[src/rtl/core/assert_macros.svh]
// Assertion macros shared by the button debounce and click classifier RTL.
`ifndef ASSERT_MACROS_SVH
`define ASSERT_MACROS_SVH
`ifndef SYNTHESIS
// Check on every rising edge once reset is released.
`define BDCC_ASSERT(label, clk, rst_n, prop, msg) \
    label: assert property (@(posedge clk) disable iff (!rst_n) prop) else $error(msg);
// Check on every rising edge, reset included.
`define BDCC_ASSERT_ALWAYS(label, clk, prop, msg) \
    label: assert property (@(posedge clk) prop) else $error(msg);
`else
`define BDCC_ASSERT(label, clk, rst_n, prop, msg)
`define BDCC_ASSERT_ALWAYS(label, clk, prop, msg)
`endif
`endif

[src/rtl/core/bdcc_pkg.sv]
// Shared types, constants and helpers of the button debounce and click classifier.
package bdcc_pkg;

    localparam int BUTTONS_DEFAULT   = 8;
    localparam int TIME_BITS_DEFAULT = 32;

    localparam int BTN_W      = 3;
    localparam int NOW_W      = 32;
    localparam int CODE_W     = 3;
    localparam int CFG_IDX_W  = 3;
    localparam int CFG_DATA_W = 16;
    localparam int MS_W       = 16;
    localparam int ENABLE_W   = 8;

    // Event queue sizing.
    localparam int EVQ_DEPTH = 4;
    localparam int EVQ_PTR_W = $clog2(EVQ_DEPTH);
    localparam int EVQ_CNT_W = $clog2(EVQ_DEPTH + 1);

    // Register reset values.
    localparam logic [MS_W-1:0]     DEBOUNCE_RESET     = 16'd50;
    localparam logic [MS_W-1:0]     LONG_PRESS_RESET   = 16'd1000;
    localparam logic [MS_W-1:0]     DOUBLE_CLICK_RESET = 16'd400;
    localparam logic                IDLE_LEVEL_RESET   = 1'b1;
    localparam logic [ENABLE_W-1:0] ENABLE_RESET       = 8'h00;

    typedef enum logic [CFG_IDX_W-1:0] {
        REG_DEBOUNCE     = 3'd0,
        REG_LONG_PRESS   = 3'd1,
        REG_DOUBLE_CLICK = 3'd2,
        REG_IDLE_LEVEL   = 3'd3,
        REG_ENABLE       = 3'd4
    } reg_index_t;

    typedef enum logic [CODE_W-1:0] {
        EV_PRESS   = 3'd0,
        EV_RELEASE = 3'd1,
        EV_CLICK   = 3'd2,
        EV_DOUBLE  = 3'd3,
        EV_LONG    = 3'd4
    } event_code_t;

    typedef struct packed {
        logic [BTN_W-1:0] button_index;
        logic             level;
        logic [NOW_W-1:0] now_ms;
    } sample_t;

    typedef struct packed {
        logic [BTN_W-1:0]  event_button;
        logic [CODE_W-1:0] event_code;
        logic              last_event;
    } event_t;

    typedef struct packed {
        logic [CFG_IDX_W-1:0]  index;
        logic [CFG_DATA_W-1:0] data;
    } cfg_write_t;

    typedef struct packed {
        logic [MS_W-1:0]     debounce_ms;
        logic [MS_W-1:0]     long_press_ms;
        logic [MS_W-1:0]     double_click_ms;
        logic                idle_level;
        logic [ENABLE_W-1:0] button_enable;
    } cfg_t;

    // Events produced by one sample, pushed into the queue together.
    typedef struct packed {
        logic   first_valid;
        event_t first;
        logic   second_valid;
        event_t second;
    } evq_push_t;

    // Bits of one per-button state entry: raw, stable and three timestamps.
    function automatic int entry_width(input int time_bits);
        return 2 + 3 * time_bits;
    endfunction

endpackage

[src/rtl/core/bdcc_if.sv]
// Valid/ready channel interfaces for samples, events and register writes.
interface bdcc_sample_if;
    logic               valid;
    logic               ready;
    bdcc_pkg::sample_t  payload;
    modport source (output valid, output payload, input ready);
    modport sink   (input valid, input payload, output ready);
endinterface

interface bdcc_event_if;
    logic             valid;
    logic             ready;
    bdcc_pkg::event_t payload;
    modport source (output valid, output payload, input ready);
    modport sink   (input valid, input payload, output ready);
endinterface

interface bdcc_cfg_if;
    logic                 valid;
    logic                 ready;
    bdcc_pkg::cfg_write_t payload;
    modport source (output valid, output payload, input ready);
    modport sink   (input valid, input payload, output ready);
endinterface

[src/rtl/core/button_debounce_click_classifier.sv]
// Top level of the button debounce and click classifier.
// Each sample transaction carries a button index, the raw pin level and a wrapping
// millisecond timestamp. A level that stays unchanged for strictly more than
// debounce_ms becomes the stable level; leaving the idle level emits a press event,
// returning to it emits a release event followed by one of long press, double click
// or click (long press wins over double click). Samples for disabled buttons, or
// indexes at or above BUTTONS, are taken and dropped without effect. Per-button
// state lives in one memory read at accept and written back in the cycle after; a
// sample for the same button right behind it takes the written entry from a
// forwarding register. Entries never written read as the reset state through a
// bank of valid flags cleared at reset, so no clearing pass is needed and the block
// takes samples right after reset. Events leave through a four-entry queue, the
// first one reaching it from the registered update stage. A sample is taken while the
// queue holds at most two events counting the two reserved for the sample in the
// update stage, so a sample can follow one in the update stage only while the
// queue is empty; the queue depth bounds the sample rate. Register writes are
// always taken, and are meant to arrive only while no sample is in flight.
`include "assert_macros.svh"

module button_debounce_click_classifier #(
    parameter int BUTTONS   = bdcc_pkg::BUTTONS_DEFAULT,
    parameter int TIME_BITS = bdcc_pkg::TIME_BITS_DEFAULT
)
(
    input  logic          clk,
    input  logic          rst_n,
    bdcc_sample_if.sink   samples,
    bdcc_event_if.source  events,
    bdcc_cfg_if.sink      cfg
);

    localparam int AW    = (BUTTONS > 1) ? $clog2(BUTTONS) : 1;
    localparam int EW    = bdcc_pkg::entry_width(TIME_BITS);
    localparam int OCC_W = bdcc_pkg::EVQ_CNT_W + 1;

    bdcc_pkg::cfg_t      regs;
    bdcc_pkg::evq_push_t push;
    logic                accept;
    logic                busy;
    logic [bdcc_pkg::EVQ_CNT_W-1:0] fill;
    logic [OCC_W-1:0]    occupancy;
    logic                rd_en;
    logic [AW-1:0]       rd_addr;
    logic [EW-1:0]       rd_data;
    logic                wr_en;
    logic [AW-1:0]       wr_addr;
    logic [EW-1:0]       wr_data;

    // Reserve two queue slots for the sample sitting in the update stage.
    assign occupancy     = {1'b0, fill} + (busy ? OCC_W'(2) : OCC_W'(0));
    assign samples.ready = (occupancy <= OCC_W'(bdcc_pkg::EVQ_DEPTH - 2));
    assign accept        = samples.valid && samples.ready;

    bdcc_cfg_regs u_cfg
    (
        .clk   (clk),
        .rst_n (rst_n),
        .cfg   (cfg),
        .regs  (regs)
    );

    bdcc_state_ram #(
        .WIDTH (EW),
        .DEPTH (BUTTONS)
    ) u_ram
    (
        .clk     (clk),
        .rd_en   (rd_en),
        .rd_addr (rd_addr),
        .rd_data (rd_data),
        .wr_en   (wr_en),
        .wr_addr (wr_addr),
        .wr_data (wr_data)
    );

    bdcc_update #(
        .BUTTONS   (BUTTONS),
        .TIME_BITS (TIME_BITS)
    ) u_update
    (
        .clk     (clk),
        .rst_n   (rst_n),
        .cfg     (regs),
        .accept  (accept),
        .smp     (samples.payload),
        .rd_en   (rd_en),
        .rd_addr (rd_addr),
        .rd_data (rd_data),
        .wr_en   (wr_en),
        .wr_addr (wr_addr),
        .wr_data (wr_data),
        .push    (push),
        .busy    (busy)
    );

    bdcc_event_queue u_queue
    (
        .clk    (clk),
        .rst_n  (rst_n),
        .push   (push),
        .events (events),
        .fill   (fill)
    );

    // Update stage only ever holds a sample accepted on the previous edge.
    `BDCC_ASSERT(a_busy_from_accept, clk, rst_n, busy |-> $past(accept), "update stage busy without accepted sample")
    // Only a release is followed by another event of the same sample.
    `BDCC_ASSERT(a_nonlast_release, clk, rst_n, (events.valid && !events.payload.last_event) |-> (events.payload.event_code == bdcc_pkg::EV_RELEASE), "non-final event is not a release")
    // The class event is queued together with its release, so it follows at once.
    `BDCC_ASSERT(a_class_follows, clk, rst_n, (events.valid && events.ready && !events.payload.last_event) |=> events.valid, "class event missing after release")

endmodule

[src/rtl/core/bdcc_cfg_regs.sv]
// Configuration register file written through the register write channel.
module bdcc_cfg_regs
(
    input  logic           clk,
    input  logic           rst_n,
    bdcc_cfg_if.sink       cfg,
    output bdcc_pkg::cfg_t regs
);

    bdcc_pkg::cfg_t regs_reg;
    bdcc_pkg::cfg_t regs_next;

    assign cfg.ready = 1'b1;
    assign regs      = regs_reg;

    always_comb
    begin
        regs_next = regs_reg;
        if (cfg.valid)
        begin
            unique case (cfg.payload.index)
                bdcc_pkg::REG_DEBOUNCE:     regs_next.debounce_ms     = cfg.payload.data;
                bdcc_pkg::REG_LONG_PRESS:   regs_next.long_press_ms   = cfg.payload.data;
                bdcc_pkg::REG_DOUBLE_CLICK: regs_next.double_click_ms = cfg.payload.data;
                bdcc_pkg::REG_IDLE_LEVEL:   regs_next.idle_level      = cfg.payload.data[0];
                bdcc_pkg::REG_ENABLE:
                    regs_next.button_enable = cfg.payload.data[bdcc_pkg::ENABLE_W-1:0];
                default:
                begin
                    // drop writes to unknown indexes
                end
            endcase
        end
    end

    always_ff @(posedge clk or negedge rst_n)
    begin
        if (!rst_n)
        begin
            regs_reg.debounce_ms     <= bdcc_pkg::DEBOUNCE_RESET;
            regs_reg.long_press_ms   <= bdcc_pkg::LONG_PRESS_RESET;
            regs_reg.double_click_ms <= bdcc_pkg::DOUBLE_CLICK_RESET;
            regs_reg.idle_level      <= bdcc_pkg::IDLE_LEVEL_RESET;
            regs_reg.button_enable   <= bdcc_pkg::ENABLE_RESET;
        end
        else
        begin
            regs_reg <= regs_next;
        end
    end

endmodule

[src/rtl/core/bdcc_state_ram.sv]
// Single-port-write, registered-read memory for the per-button state.
module bdcc_state_ram #(
    parameter int WIDTH = 98,
    parameter int DEPTH = 8,
    localparam int AW   = (DEPTH > 1) ? $clog2(DEPTH) : 1
)
(
    input  logic             clk,
    input  logic             rd_en,
    input  logic [AW-1:0]    rd_addr,
    output logic [WIDTH-1:0] rd_data,
    input  logic             wr_en,
    input  logic [AW-1:0]    wr_addr,
    input  logic [WIDTH-1:0] wr_data
);

    logic [WIDTH-1:0] mem [DEPTH];
    logic [WIDTH-1:0] rd_data_reg;

    assign rd_data = rd_data_reg;

    always_ff @(posedge clk)
    begin
        if (wr_en)
        begin
            mem[wr_addr] <= wr_data;
        end
        if (rd_en)
        begin
            rd_data_reg <= mem[rd_addr];
        end
    end

endmodule

[src/rtl/core/bdcc_update.sv]
// Update stage: merges stored state, debounces, classifies and writes back.
module bdcc_update #(
    parameter int BUTTONS   = bdcc_pkg::BUTTONS_DEFAULT,
    parameter int TIME_BITS = bdcc_pkg::TIME_BITS_DEFAULT,
    localparam int AW       = (BUTTONS > 1) ? $clog2(BUTTONS) : 1,
    localparam int EW       = bdcc_pkg::entry_width(TIME_BITS)
)
(
    input  logic                clk,
    input  logic                rst_n,
    input  bdcc_pkg::cfg_t      cfg,
    input  logic                accept,
    input  bdcc_pkg::sample_t   smp,
    output logic                rd_en,
    output logic [AW-1:0]       rd_addr,
    input  logic [EW-1:0]       rd_data,
    output logic                wr_en,
    output logic [AW-1:0]       wr_addr,
    output logic [EW-1:0]       wr_data,
    output bdcc_pkg::evq_push_t push,
    output logic                busy
);

    typedef struct packed {
        logic                 raw;
        logic                 stable;
        logic [TIME_BITS-1:0] change_ms;
        logic [TIME_BITS-1:0] press_ms;
        logic [TIME_BITS-1:0] release_ms;
    } entry_t;

    localparam entry_t ENTRY_RESET = '{
        raw:        bdcc_pkg::IDLE_LEVEL_RESET,
        stable:     bdcc_pkg::IDLE_LEVEL_RESET,
        change_ms:  '0,
        press_ms:   '0,
        release_ms: '0
    };

    // control
    logic                          s1_valid_reg;
    logic [BUTTONS-1:0]            vld_reg;
    // payload
    logic [bdcc_pkg::BTN_W-1:0]    s1_btn_reg;
    logic                          s1_level_reg;
    logic [TIME_BITS-1:0]          s1_now_reg;
    logic                          rd_vld_reg;
    logic                          fwd_hit_reg;
    entry_t                        fwd_entry_reg;

    logic [AW-1:0]                 in_addr;
    logic                          in_enabled;
    logic [AW-1:0]                 s1_addr;
    entry_t                        cur;
    entry_t                        entry_next;
    logic [TIME_BITS-1:0]          since_change;
    logic [TIME_BITS-1:0]          held_for;
    logic [TIME_BITS-1:0]          gap;
    logic                          settled;
    logic                          flip;
    logic                          is_release;
    bdcc_pkg::event_code_t         class_code;

    assign in_addr    = AW'(smp.button_index);
    assign in_enabled = (int'(smp.button_index) < BUTTONS)
                        && cfg.button_enable[smp.button_index];
    assign s1_addr    = AW'(s1_btn_reg);

    assign rd_en   = accept;
    assign rd_addr = in_addr;
    assign busy    = s1_valid_reg;

    // Take the entry just written when the previous sample hit the same button.
    always_comb
    begin
        if (fwd_hit_reg)
        begin
            cur = fwd_entry_reg;
        end
        else if (rd_vld_reg)
        begin
            cur = entry_t'(rd_data);
        end
        else
        begin
            cur = ENTRY_RESET;
        end
    end

    assign since_change = s1_now_reg - cur.change_ms;
    assign held_for     = s1_now_reg - cur.press_ms;
    assign gap          = cur.press_ms - cur.release_ms;

    // A raw change restarts the timer, so it can never settle in the same sample.
    assign settled    = (s1_level_reg == cur.raw)
                        && (since_change > TIME_BITS'(cfg.debounce_ms));
    assign flip       = settled && (s1_level_reg != cur.stable);
    assign is_release = (s1_level_reg == cfg.idle_level);

    always_comb
    begin
        if (held_for > TIME_BITS'(cfg.long_press_ms))
        begin
            class_code = bdcc_pkg::EV_LONG;
        end
        else if (gap < TIME_BITS'(cfg.double_click_ms))
        begin
            class_code = bdcc_pkg::EV_DOUBLE;
        end
        else
        begin
            class_code = bdcc_pkg::EV_CLICK;
        end
    end

    always_comb
    begin
        entry_next     = cur;
        entry_next.raw = s1_level_reg;
        if (s1_level_reg != cur.raw)
        begin
            entry_next.change_ms = s1_now_reg;
        end
        if (flip)
        begin
            entry_next.stable = s1_level_reg;
            if (is_release)
            begin
                entry_next.release_ms = s1_now_reg;
            end
            else
            begin
                entry_next.press_ms = s1_now_reg;
            end
        end
    end

    always_comb
    begin
        push.first_valid         = s1_valid_reg && flip;
        push.first.event_button  = s1_btn_reg;
        push.first.event_code    = is_release ? bdcc_pkg::EV_RELEASE : bdcc_pkg::EV_PRESS;
        push.first.last_event    = !is_release;
        push.second_valid        = s1_valid_reg && flip && is_release;
        push.second.event_button = s1_btn_reg;
        push.second.event_code   = class_code;
        push.second.last_event   = 1'b1;
    end

    assign wr_en   = s1_valid_reg;
    assign wr_addr = s1_addr;
    assign wr_data = EW'(entry_next);

    always_ff @(posedge clk or negedge rst_n)
    begin
        if (!rst_n)
        begin
            s1_valid_reg <= 1'b0;
            vld_reg      <= '0;
        end
        else
        begin
            s1_valid_reg <= accept && in_enabled;
            if (s1_valid_reg)
            begin
                vld_reg[s1_addr] <= 1'b1;
            end
        end
    end

    always_ff @(posedge clk)
    begin
        if (accept)
        begin
            s1_btn_reg   <= smp.button_index;
            s1_level_reg <= smp.level;
            s1_now_reg   <= smp.now_ms[TIME_BITS-1:0];
            rd_vld_reg   <= vld_reg[in_addr];
            fwd_hit_reg  <= s1_valid_reg && (s1_addr == in_addr);
        end
        if (s1_valid_reg)
        begin
            fwd_entry_reg <= entry_next;
        end
    end

endmodule

[src/rtl/core/bdcc_event_queue.sv]
// Small event queue that takes up to two events a cycle and drains one while the event side is ready.
`include "assert_macros.svh"

module bdcc_event_queue
(
    input  logic                               clk,
    input  logic                               rst_n,
    input  bdcc_pkg::evq_push_t                push,
    bdcc_event_if.source                       events,
    output logic [bdcc_pkg::EVQ_CNT_W-1:0]     fill
);

    localparam int PW = bdcc_pkg::EVQ_PTR_W;
    localparam int CW = bdcc_pkg::EVQ_CNT_W;

    bdcc_pkg::event_t mem_reg [bdcc_pkg::EVQ_DEPTH];
    logic [PW-1:0]    wr_ptr_reg;
    logic [PW-1:0]    wr_ptr_next;
    logic [PW-1:0]    rd_ptr_reg;
    logic [PW-1:0]    rd_ptr_next;
    logic [CW-1:0]    count_reg;
    logic [CW-1:0]    count_next;
    logic [1:0]       n_push;
    logic             pop;

    assign events.valid   = (count_reg != '0);
    assign events.payload = mem_reg[rd_ptr_reg];
    assign fill           = count_reg;

    assign pop    = events.valid && events.ready;
    assign n_push = {1'b0, push.first_valid} + {1'b0, push.second_valid};

    assign wr_ptr_next = wr_ptr_reg + PW'(n_push);
    assign rd_ptr_next = rd_ptr_reg + PW'(pop);
    assign count_next  = count_reg + CW'(n_push) - CW'(pop);

    always_ff @(posedge clk or negedge rst_n)
    begin
        if (!rst_n)
        begin
            wr_ptr_reg <= '0;
            rd_ptr_reg <= '0;
            count_reg  <= '0;
        end
        else
        begin
            wr_ptr_reg <= wr_ptr_next;
            rd_ptr_reg <= rd_ptr_next;
            count_reg  <= count_next;
        end
    end

    always_ff @(posedge clk)
    begin
        if (push.first_valid)
        begin
            mem_reg[wr_ptr_reg] <= push.first;
        end
        if (push.second_valid)
        begin
            mem_reg[wr_ptr_reg + PW'(1)] <= push.second;
        end
    end

    `BDCC_ASSERT_ALWAYS(a_evq_bound, clk, count_reg <= CW'(bdcc_pkg::EVQ_DEPTH), "event queue overfilled")
    `BDCC_ASSERT(a_evq_pair, clk, rst_n, push.second_valid |-> push.first_valid, "second event without first")
    `BDCC_ASSERT(a_evq_lone, clk, rst_n, (push.first_valid && !push.second_valid) |-> push.first.last_event, "lone event not marked last")

endmodule

[src/flat_wrapper.sv]
// flat-port wrapper written by rule: the top's interface ports become plain ports
module button_debounce_click_classifier_flat 
#(
    parameter int BUTTONS   = bdcc_pkg::BUTTONS_DEFAULT,
    parameter int TIME_BITS = bdcc_pkg::TIME_BITS_DEFAULT
)
  (clk, rst_n, samples_valid, samples_payload, samples_ready, events_valid, events_payload, events_ready, cfg_valid, cfg_payload, cfg_ready);
  bdcc_sample_if samples_i ();
  bdcc_event_if events_i ();
  bdcc_cfg_if cfg_i ();
  input  logic clk;
  input  logic rst_n;
  input wire logic [$bits(samples_i.valid)-1:0] samples_valid;
  input wire logic [$bits(samples_i.payload)-1:0] samples_payload;
  output wire logic [$bits(samples_i.ready)-1:0] samples_ready;
  output wire logic [$bits(events_i.valid)-1:0] events_valid;
  output wire logic [$bits(events_i.payload)-1:0] events_payload;
  input wire logic [$bits(events_i.ready)-1:0] events_ready;
  input wire logic [$bits(cfg_i.valid)-1:0] cfg_valid;
  input wire logic [$bits(cfg_i.payload)-1:0] cfg_payload;
  output wire logic [$bits(cfg_i.ready)-1:0] cfg_ready;
  assign samples_i.valid = samples_valid;
  assign samples_i.payload = samples_payload;
  assign samples_ready = samples_i.ready;
  assign events_valid = events_i.valid;
  assign events_payload = events_i.payload;
  assign events_i.ready = events_ready;
  assign cfg_i.valid = cfg_valid;
  assign cfg_i.payload = cfg_payload;
  assign cfg_ready = cfg_i.ready;
  button_debounce_click_classifier #(.BUTTONS(BUTTONS), .TIME_BITS(TIME_BITS)) u_core (.clk(clk), .rst_n(rst_n), .samples(samples_i), .events(events_i), .cfg(cfg_i));
endmodule
[config.mk]
export PLATFORM = sky130hd
export DESIGN_NAME = button_debounce_click_classifier_flat
export DESIGN_NICKNAME = d
export VERILOG_FILES = /design/src/rtl/core/bdcc_pkg.sv /design/src/rtl/core/bdcc_if.sv /design/src/rtl/core/button_debounce_click_classifier.sv /design/src/rtl/core/bdcc_cfg_regs.sv /design/src/rtl/core/bdcc_state_ram.sv /design/src/rtl/core/bdcc_update.sv /design/src/rtl/core/bdcc_event_queue.sv /design/src/flat_wrapper.sv
export VERILOG_INCLUDE_DIRS = /design/src /design/src/rtl/core
export SDC_FILE = /design/constraint.sdc
export NUM_CORES = 1
export LEC_CHECK = 0
export BUFFER_PORTS_ARGS = -buffer_cell sky130_fd_sc_hd__clkbuf_2
export CORE_MARGIN = 2
export CORE_UTILIZATION = 50
export DETAILED_ROUTE_END_ITERATION = 12
export MAX_ROUTING_LAYER = met4
export PLACE_DENSITY = 0.64
export REMOVE_ABC_BUFFERS = 1
export SLEW_MARGIN = 20
export SYNTH_ARGS = -nofsm -noshare
export SYNTH_HDL_FRONTEND = slang
export SYNTH_SLANG_ARGS = --single-unit
export TNS_END_PERCENT = 1
[constraint.sdc]
create_clock -name clk -period 14.5 [get_ports clk]
set_clock_uncertainty 0.2 [all_clocks]
set_input_delay 2.9 -clock clk [delete_from_list [all_inputs] [get_ports clk]]
set_output_delay 2.9 -clock clk [all_outputs]
set_load 0.01 [all_outputs]
== Yosys cells after proc, flatten, opt, wreduce, memory -nomap -nowiden ==
Memories as Yosys holds them, arrays and structs flattened. A register that Yosys moved wholly into a read port is not among the register bits.
Index checks and enable logic that the tools add are counted.

* Word-level logic and storage cells: 89
* Output and inout port bits: 10
* Bits of input ports: 60
* Bits in writable memories: 812
* Bits in registers: 209
* Memories kept: 2

{| class="wikitable"
|+ Memory list
! name !! depth !! width !! read ports !! clocked after Yosys merged registers in !! write ports !! line !! RTL
|-
| u_core.u_ram.mem || 8 || 98 || 1 || 1 || 1 || bdcc_state_ram.sv:17 || <nowiki>logic [WIDTH-1:0] mem [DEPTH];</nowiki>
|-
| u_core.u_queue.mem_reg || 4 || 7 || 1 || 0 || 2 || bdcc_event_queue.sv:16 || <nowiki>bdcc_pkg::event_t mem_reg [bdcc_pkg::EVQ_DEPTH];</nowiki>
|}

* Order comparisons: 7
* Multiplexer cells: 23
* Eq/ne operators: 9
* Add/sub/neg operators: 10
* Bitwise logic cells: 1
* Reduce and logical (&&, ||, !) cells: 17

{| class="wikitable"
|+ Operator list
! kind !! count
|-
| $mux W98 || 2
|-
| $mux W32 || 3
|-
| $sub A32 B32 Y32 || 3
|-
| $gt A32 B16 Y1 || 2
|-
| $mux W64 || 1
|-
| $lt A32 B16 Y1 || 1
|-
| $mux W1 || 12
|-
| $reduce_and A2 Y1 || 5
|-
| $logic_and A1 B1 Y1 || 9
|-
| $lt A3 B4 Y1 const B || 2
|-
| $or A8 B8 Y8 || 1
|-
| $bmux W1 S3 || 2
|-
| $eq A3 B2 Y1 const B || 2
|-
| $add A3 B4 Y4 || 1
|-
| $le A4 B2 Y1 const B || 1
|-
| $add A3 B2 Y3 || 1
|-
| $demux W1 S3 || 1
|-
| $eq A3 B1 Y1 const B || 1
|-
| $eq A3 B3 Y1 || 1
|-
| $eq A3 B3 Y1 const B || 1
|-
| $ge A3 B1 Y1 const B || 1
|-
| $logic_not A3 Y1 || 1
|-
| $mux W3 || 1
|-
| $reduce_bool A3 Y1 || 1
|-
| other kinds (9) || 11
|}

== Depth between registers and ports, before layout ==
Gate-level depths: netlist (run 1).

* Depth after elaboration: 11
* Depth in mapped cells: 38
* Gate-level depth less buffers: 30

== By module ==
From an unflattened synthesis (run 1), not the netlist that was laid out.

* Cell total of the unflattened synthesis: 2983
* Area total of the unflattened synthesis: 50392.1 µm²

{| class="wikitable"
|+ By module, submodules not included
! module !! cells each !! area each (µm²) !! times used !! sequential area each (µm²)
|-
| bdcc_state_ram || 1244 || 32507.4 || 1 || 26485.4
|-
| bdcc_update || 1505 || 13867.0 || 1 || 4309.1
|-
| bdcc_cfg_regs || 127 || 2227.1 || 1 || 1442.6
|-
| bdcc_event_queue || 104 || 1759.2 || 1 || 1016.0
|-
| button_debounce_click_classifier || 3 || 31.3 || 1 || 0.0
|}

== Least setup slack after synthesis (run 1) ==
Ideal clock, no wire load.

* Kind: register -> register
* Start: register u_core.u_update.s1_valid_reg, in the netlist u_core.u_update.busy
* End: register u_core.u_update.vld_reg[0]
* Slack: 4.031 ns
* Buffers on the path: 1
* Arrival time: 10.162 ns
* Required time: 14.193 ns
* Clock period less this slack: 10.469 ns
* Setup time: 0.107 ns
* Stages on the path, launching flop included: 5
* Path through: dfrtp_1 > clkbuf_1 > nand2_1 > nor3_1 > or2_2

{| class="wikitable"
|+ RTL lines
! element !! line !! RTL
|-
| from (decl) || bdcc_update.sv:41 || <nowiki>logic s1_valid_reg;</nowiki>
|-
| from (signal assigned) || bdcc_update.sv:163 || <nowiki>s1_valid_reg <= accept && in_enabled;</nowiki>
|-
| to (signal assigned) || bdcc_update.sv:159 || <nowiki>vld_reg <= '0;</nowiki>
|-
| to (signal, indexed assignment) || bdcc_update.sv:166 || <nowiki>vld_reg[s1_addr] <= 1'b1;</nowiki>
|-
| to (decl) || bdcc_update.sv:42 || <nowiki>logic [BUTTONS-1:0] vld_reg;</nowiki>
|}

== Final worst setup path (run 1) ==
* Start: register u_core.u_update.rd_vld_reg
* End: register u_core.u_queue.count_reg[2], in the netlist u_core.u_queue.fill[2]

* Word-level cells in the longest chain between the ends: 11
* Elaborated cells between the ends (all ways): 13
* Those cells by class: 4 x add/sub; 1 x order compare; 2 x eq/ne; 2 x mux; 4 x reduce/logical

{| class="wikitable"
|+ Ends and longest elaborated chain
! element !! line !! RTL
|-
| from (decl) || bdcc_update.sv:47 || <nowiki>logic rd_vld_reg;</nowiki>
|-
| from (signal assigned) || bdcc_update.sv:178 || <nowiki>rd_vld_reg <= vld_reg[in_addr];</nowiki>
|-
| $mux W98 * || bdcc_update.sv:80 || <nowiki>else if (rd_vld_reg)</nowiki>
|-
| $mux W98 * || bdcc_update.sv:76 || <nowiki>if (fwd_hit_reg)</nowiki>
|-
| $sub A32 B32 Y32 || bdcc_update.sv:90 || <nowiki>assign since_change = s1_now_reg - cur.change_ms;</nowiki>
|-
| $gt A32 B16 Y1 || bdcc_update.sv:96 || <nowiki>&& (since_change > TIME_BITS'(cfg.debounce_ms));</nowiki>
|-
| $logic_and A1 B1 Y1 || bdcc_update.sv:96 ||
|-
| $logic_and A1 B1 Y1 * || bdcc_update.sv:97 || <nowiki>assign flip = settled && (s1_level_reg != cur.stable);</nowiki>
|-
| $logic_and A1 B1 Y1 * || bdcc_update.sv:140, bdcc_update.sv:144 ||
|-
| $logic_and A1 B1 Y1 || bdcc_update.sv:144 || <nowiki>push.second_valid = s1_valid_reg && flip && is_release;</nowiki>
|-
| $add A1 B1 Y2 * || bdcc_event_queue.sv:31 || <nowiki>assign n_push = {1'b0, push.first_valid} + {1'b0, push.second_valid};</nowiki>
|-
| $add A3 B2 Y3 * || bdcc_event_queue.sv:35 || <nowiki>assign count_next = count_reg + CW'(n_push) - CW'(pop);</nowiki>
|-
| $sub A3 B1 Y3 * || bdcc_event_queue.sv:35 ||
|-
| net u_core.u_queue.count_next[2] || bdcc_event_queue.sv:22 || <nowiki>logic [CW-1:0] count_next;</nowiki>
|-
| to (signal assigned) || bdcc_event_queue.sv:49 || <nowiki>count_reg <= count_next;</nowiki>
|-
| to (decl) || bdcc_event_queue.sv:21 || <nowiki>logic [CW-1:0] count_reg;</nowiki>
|}

The timed path passes the listed nets; every way through them passes the cells marked *.
A chain may end at the register's enable or synchronous reset.

==> results of run 1 <==
## area by class of cell
class,instances,area share
clock buffers,144,0.05393
clock inverters,64,0.01024
well taps,1298,0.02916
repair buffers,100,0.01301
multi-input cells,1754,0.2869
flip-flops and latches,1119,0.5964
inverters,154,0.01038
## critical path: cells and delay by family, from the launching register on
family	cells	cell delay, ns
buf+inv	5	1.53
compound gates	7	1.56
fa+ha+maj	5	1.56
xor+xnor	3	0.39
simple gates	10	3.24
flops	1	0.32
## routing by layer
| metal | vias up | track usage |
|---|---|---|
| li1 | 12720 | - |
| met1 | 15200 | 0.3563 |
| met2 | 1037 | 0.3976 |
| met3 | 212 | 0.03387 |
| met4 | 0 | 0.07383 |
| met5 | - | - |
## power by group through the flow
stage               logic, W  clock network, W  registers (W)
floorplan            0.00194                 0        0.00435
global placement     0.00285                 0        0.00437
detailed placement   0.00293                 0        0.00438
CTS                  0.00295           0.00288        0.00432
global route         0.00326           0.00300        0.00434
finish               0.00298           0.00283        0.00432
## logic make-up (layout without fill, tap and decap cells)
| family | Yosys count | in the layout | synth area share |
|---|---|---|---|
| simple gates | 563 | 563 | 0.05773 |
| xor+xnor | 59 | 59 | 0.01056 |
| buf+inv | 302 | 462 | 0.02370 |
| flops | 1119 | 1119 | 0.6608 |
| mux | 396 | 396 | 0.1333 |
| fa+ha+maj | 146 | 146 | 0.03645 |
| other cells | 1 | 1 | 0.00007461 |
| compound gates | 589 | 589 | 0.07735 |
## placed cells by master, fill, tap and decap left out, drive strengths merged, types with 14 or more instances in the layout
cell       n
a211oi    23
a21boi    14
a21o      37
a21oi    148
a22oi     82
a31oi     14
and2      23
and3      20
buf       35
clkbuf   209
clkinv    43
dfrtp     60
edfxtp  1042
ha       136
inv      159
mux2     117
mux2i     72
mux4     207
nand2    155
nand2b    31
nand3     28
nand3b    19
nand4     34
nor2     119
nor2b     16
nor3      42
o21a      21
o21ai    121
or2       15
xnor2     36
xor2      22
## how the worst max path moves through the flow
| stage | start | endpoint | slack (ns) | cells after the start |
|---|---|---|---|---|
| after global placement | u_core.u_update.rd_vld_reg | u_core.u_queue.fill[2] | 5.73 | 30 |
| after detailed placement | u_core.u_update.rd_vld_reg | u_core.u_queue.fill[2] | 5.51 | 30 |
| final | u_core.u_update.rd_vld_reg | u_core.u_queue.fill[2] | 5.46 | 30 |
| after CTS | u_core.u_update.rd_vld_reg | u_core.u_queue.fill[2] | 5.49 | 30 |
| after global routing | u_core.u_update.rd_vld_reg | u_core.u_queue.fill[2] | 4.90 | 30 |
| after floorplan | u_core.u_update.busy | u_core.u_update.vld_reg[0] | 3.93 | 3 |
## per-stage QoR
stage,power [W],area (sq um)
2_1_floorplan,0.006292,49650
3_3_place_gp,0.007226,52120
3_5_place_dp,0.007309,52120
4_1_cts,0.01014,55690
5_1_grt,0.01060,55700
6_report,0.01013,55700
==> results.sh, run 1 <==
export IMPL_wl_met3_um=7789
export IMPL_whs_ns=0.2620
export IMPL_switchingPower_w=0.003331
export IMPL_tightest_slew_ns=1.063
export IMPL_p_sw_frac=0.3289
export IMPL_antenna_found_initial=0
export IMPL_r2r_slack_ns=5.46
export IMPL_synth_seq_cells=1119
export IMPL_start_kind="register"
export IMPL_cts_hold_buf=0
export IMPL_hpwl_um=76220
export IMPL_grt_pass1_wl_um=189100
export IMPL_cts_buffers_inserted=113
export IMPL_syn_area_sq_um=50260
export IMPL_multiInputGateArea_sq_um=15980
export IMPL_cts_resized=0
export IMPL_rr_endpoint="u_core.u_queue.fill[2]"
export IMPL_power_frac_comb=0.294
export IMPL_fmaxAchievable_ghz=0.1106
export IMPL_cts_tree="yes"
export IMPL_pwr_share_clk=0.280
export IMPL_final_util=0.5578
export IMPL_htree_levels=3
export IMPL_synthTopCellsByArea="edfxtp_1, mux4_2, ha_1"
export IMPL_start_util=0.5033
export IMPL_critPathCaptureType="register"
export IMPL_cpMaxStageDelayCell="or4_1"
export IMPL_setup_ws_ns=5.457
export IMPL_p_int_w=0.006795
export IMPL_seq_area_frac_synth=0.6608
export IMPL_drive_above_1_share=0.1949
export IMPL_period_share=0.6237
export IMPL_seqCellArea_sq_um=33220
export IMPL_outcome="finished, final reports clean"
export IMPL_yosysUniqueCellTypes=94
export IMPL_synth_top_area_cell="edfxtp_1"
export IMPL_largest_register_ffs=784
export IMPL_io_pins=70
export IMPL_cts_sink_count=1119
export IMPL_setup_violations=0
export IMPL_io_buffers=68
export IMPL_maxCapViolCount=0
export IMPL_clk_pin_slew_worst_paths_ns=0.06
export IMPL_yosysMostFrequentCell="edfxtp_1"
export IMPL_n_antenna_cell=0
export IMPL_highest_layer="met4"
export IMPL_detail_route_vias_per_cell=6.296
export IMPL_area_growth_pct=10.82
export IMPL_ir_worst_vdd_mv=0.1431
export IMPL_r2r_start="u_core.u_update.rd_vld_reg"
export IMPL_whs_endpoint="u_core.u_update.vld_reg[7]"
export IMPL_core_area_sq_um=99860
export IMPL_dp_cells=4425
export IMPL_postCtsSetupRepairBufs=0
export IMPL_p_leak_nw=19.08
export IMPL_dr_first_iter_drc_count=3145
export IMPL_synth_flop_cell="edfxtp_1"
export IMPL_gp_congestion=0.9440
export IMPL_fin_nets=3441
export IMPL_fin_cells=4633
export IMPL_vias=29170
export IMPL_min_path_type="register to register"
export IMPL_pre_cts_ws_ns=5.510
export IMPL_clk_latency_ns=0.71
export IMPL_min_delay_path_depth=1
export IMPL_path_class="register to register"
export IMPL_slew_headroom=0.2911
export IMPL_rows=116
export IMPL_fin_crit_ns=9.043
export IMPL_ys_async_sr_fraction=0.06524
export IMPL_wl_met2_um=60770
export IMPL_max_stage_delay_ns=0.80
export IMPL_grt_overflow=0
export IMPL_cp_required_ns=14.88
export IMPL_finalHoldViolCount=0
export IMPL_grtUsageTotal=0.2556
export IMPL_drt_wirelength_per_cell_um=27.51
export IMPL_grt_pass1_vias=29380
export IMPL_root_buffer="clkbuf_16"
export IMPL_yosysWarnings=0
export IMPL_ant_nets=0
export IMPL_die_h_um=321.0
export IMPL_die_area_sq_um=103100
export IMPL_r2r_worst_path_cells=30
export IMPL_timing_critical_path_mode_cell="ha_1"
export IMPL_routed_wl_um=127500
export IMPL_syn_area_per_cell_sq_um=15.83
export IMPL_firstDrtPassIters=5
export IMPL_critPathArrivalTime_ns=9.42
export IMPL_p_seq_frac=0.426
export IMPL_synth_cells=3175
export IMPL_hold_path_startpoint="u_core.u_update.vld_reg[7]"
export IMPL_rsz0062_at_grt="no"
export IMPL_drcViolationCount=0
export IMPL_power_density_nw_per_um2=181.8
export IMPL_synth_edf_count=1042
export IMPL_wl_met1_um=55440
export IMPL_tns_ns=0
export IMPL_synth_common_cells="edfxtp_1, mux4_2, nand2_1"
export IMPL_synth_top_area_frac=0.6226
export IMPL_path_max_fanout=43
export IMPL_die_w_um=321.0
export IMPL_cts_path_max_buffers=3
export IMPL_nFillCells=7762
export IMPL_grt_max_degree=100
export IMPL_maxSlewViolCount=0
Note: power is estimated with default switching activity, not from simulation.
==> inputs of run 2 (changes only) <==
--- a/config.mk
+++ b/config.mk
@@ -11,7 +11,7 @@
 export CORE_UTILIZATION = 50
 export DETAILED_ROUTE_END_ITERATION = 12
 export MAX_ROUTING_LAYER = met4
-export PLACE_DENSITY = 0.64
+export PLACE_DENSITY = 0.66
 export REMOVE_ABC_BUFFERS = 1
 export SLEW_MARGIN = 20
 export SYNTH_ARGS = -nofsm -noshare
==> constraint.sdc (replaced) <==
create_clock -name clk -period 7.9 [get_ports clk]
set_clock_uncertainty 0.2 [all_clocks]
set_input_delay 1.58 -clock clk [delete_from_list [all_inputs] [get_ports clk]]
set_output_delay 1.58 -clock clk [all_outputs]
set_load 0.01 [all_outputs]
==> run 2 against run 1 <==
- first-iteration DRC count is 2.4% higher
- final area is 0.44% higher
- clock-buffer cell count is 4 lower
- total power is 84% higher
- via count is 0.17% lower
- final cell count is 0.50% higher
- worst setup slack worse by 4.9 ns
- combinational power is 85% higher
- die area stayed put
- critical path type unchanged
- largest cell class unchanged
- largest power group unchanged
- highest routed layer unchanged
==> results.sh, run 2 (synthesis results as in run 1) <==
export IMPL_outcome="finished, final reports clean"
export IMPL_fin_nets=3462
export IMPL_drcViolationCount=0
export IMPL_critPathCaptureType="register"
export IMPL_grt_overflow=0
export IMPL_min_path_type="register to register"
export IMPL_postLayoutCellArea_sq_um=55940
export IMPL_cts_tree="yes"
export IMPL_clk_pin_slew_worst_paths_ns=0.06
export IMPL_path_max_fanout=32
export IMPL_gp_congestion=0.8980
export IMPL_root_buffer="clkbuf_16"
export IMPL_ir_worst_vdd_mv=0.4039
export IMPL_period_share=0.9329
export IMPL_power_density_nw_per_um2=333.2
export IMPL_grt_pass1_vias=29220
export IMPL_clk_latency_ns=0.71
export IMPL_cts_buffers_inserted=113
export IMPL_core_area_sq_um=99860
export IMPL_cts_sink_count=1119
export IMPL_drive_above_1_share=0.2005
export IMPL_maxSlewViolCount=0
export IMPL_critPathArrivalTime_ns=7.76
export IMPL_grtUsageTotal=0.2575
export IMPL_grt_max_degree=100
export IMPL_rsz0062_at_grt="no"
export IMPL_die_h_um=321.0
export IMPL_area_growth_pct=11.31
export IMPL_use_met1=0.3545
export IMPL_grt_use_met3=0.03639
export IMPL_tns_ns=0
export IMPL_drt_wirelength_per_cell_um=27.55
export IMPL_place_area_sq_um=52290
export IMPL_cts_path_max_buffers=3
export IMPL_busiest_layer="met2"
export IMPL_io_buffers=68
export IMPL_start_util=0.5033
export IMPL_rows=116
export IMPL_die_w_um=321.0
export IMPL_fin_cells=4656
export IMPL_die_area_sq_um=103100
export IMPL_maxCapViolCount=0
export IMPL_postCtsSetupRepairBufs=0
export IMPL_fin_crit_ns=7.370
export IMPL_dp_cells=4445
export IMPL_routed_wl_um=128300
export IMPL_setup_ws_ns=0.5305
export IMPL_final_cell_mix="edfxtp_1, mux4_2, nand2_1"
export IMPL_fmaxAchievable_ghz=0.1357
export IMPL_start_kind="register"
export IMPL_antenna_found_initial=3
export IMPL_dr_first_iter_drc_count=3221
export IMPL_grt_use_met2=0.3971
export IMPL_setup_violations=0
export IMPL_tightest_slew_ns=1.101
export IMPL_grt_pass1_wl_um=190100
export IMPL_largest_register_ffs=784
export IMPL_hpwl_um=78660
export IMPL_multiInputGateArea_sq_um=15990
export IMPL_p_leak_nw=19.19
export IMPL_firstDrtPassIters=6
export IMPL_layout_commonest_cell="edfxtp_1"
export IMPL_vias=29120
export IMPL_nFillCells=7682
export IMPL_pre_cts_ws_ns=0.4470
export IMPL_power_w=0.01864
export IMPL_cp_required_ns=8.29
export IMPL_finalHoldViolCount=0
export IMPL_ant_nets=0
export IMPL_htree_levels=3
export IMPL_slew_headroom=0.2623
export IMPL_path_class="register to register"
export IMPL_detail_route_vias_per_cell=6.254
export IMPL_io_pins=70
export IMPL_seqCellArea_sq_um=33220
## run 2: cell type report
class / instances / area share
sequential: 1119 / 0.5937
clock buffer: 140 / 0.05307
tap: 1298 / 0.02903
antenna: 2 / 0.00008946
timing repair buffer: 121 / 0.01651
multi-input combinational: 1754 / 0.2858
inverter: 154 / 0.01033
clock inverter: 68 / 0.01145
## run 2: path summary, 6_finish.rpt
check	start	to	slack, ns	cells past startpoint
min reg2reg	u_core.u_queue.mem_reg[3][0]	u_core.u_queue.mem_reg[3][0]	0.27	1
max	u_core.u_update.fwd_hit_reg	u_core.u_queue.fill[2]	0.53	27
max reg2reg	u_core.u_update.fwd_hit_reg	u_core.u_queue.fill[2]	0.53	27
min	u_core.u_queue.mem_reg[3][0]	u_core.u_queue.mem_reg[3][0]	0.27	1
min in group asynchronous	rst_n	u_core.u_update.busy	0.53	1
max in group asynchronous	rst_n	u_core.u_cfg.regs[35]	5.82	2
## run 2: through the flow
| step | hold slack [ns] | utilization |
|---|---|---|
| after global placement | 0.2454 | 0.5231 |
| after CTS | 0.2670 | 0.5598 |
| after detailed placement | 0.2531 | 0.5237 |
| final | 0.2694 | 0.5603 |
| after floorplan | 0.2271 | - |
| after global routing | 0.2793 | 0.5603 |
## run 2: repair_timing
| item | CTS | global route |
|---|---|---|
| hold buffers | 0 | 0 |
| gates resized for setup | 0 | 4 |
| endpoints found under the setup margin | 0 | 517 |
| endpoints found under the hold margin | 0 | 0 |
## run 2: critical path, stage by stage, from the launching register on
cell and delay (ns):
edfxtp_1 0.52, buf_4 0.46, nand2_1 0.19, a32oi_1 0.25
o21ai_0 0.18, o311ai_1 0.73, a21oi_2 0.24, a21oi_1 0.24
xnor2_1 0.09, ha_1 0.31, nand4_1 0.13, nor3_1 0.31
and3_1 0.20, a21o_1 0.10, nand4_1 0.09, nor3_1 0.23
and4_1 0.22, o2111ai_1 0.13, or4_1 0.84, and3_4 0.32
nand2_1 0.06, ha_1 0.23, inv_1 0.06, ha_1 0.14
inv_1 0.05, fa_1 0.43, xor2_1 0.16, xnor2_1 0.12
## run 2: where the power goes
part / internal [W] / switching (W) / leakage [nW]
Combinational: 0.00192 / 0.00359 / 7.04
Clock: 0.00299 / 0.00224 / 1.74
Sequential: 0.00762 / 0.000291 / 10.4
Total: 0.0125 / 0.00612 / 19.2
## run 2: routing by layer
metal	up-vias	wire, um
met2	1093	61010
met5	-	0
met3	190	8130
met4	0	4210
li1	12780	-
met1	15060	54910
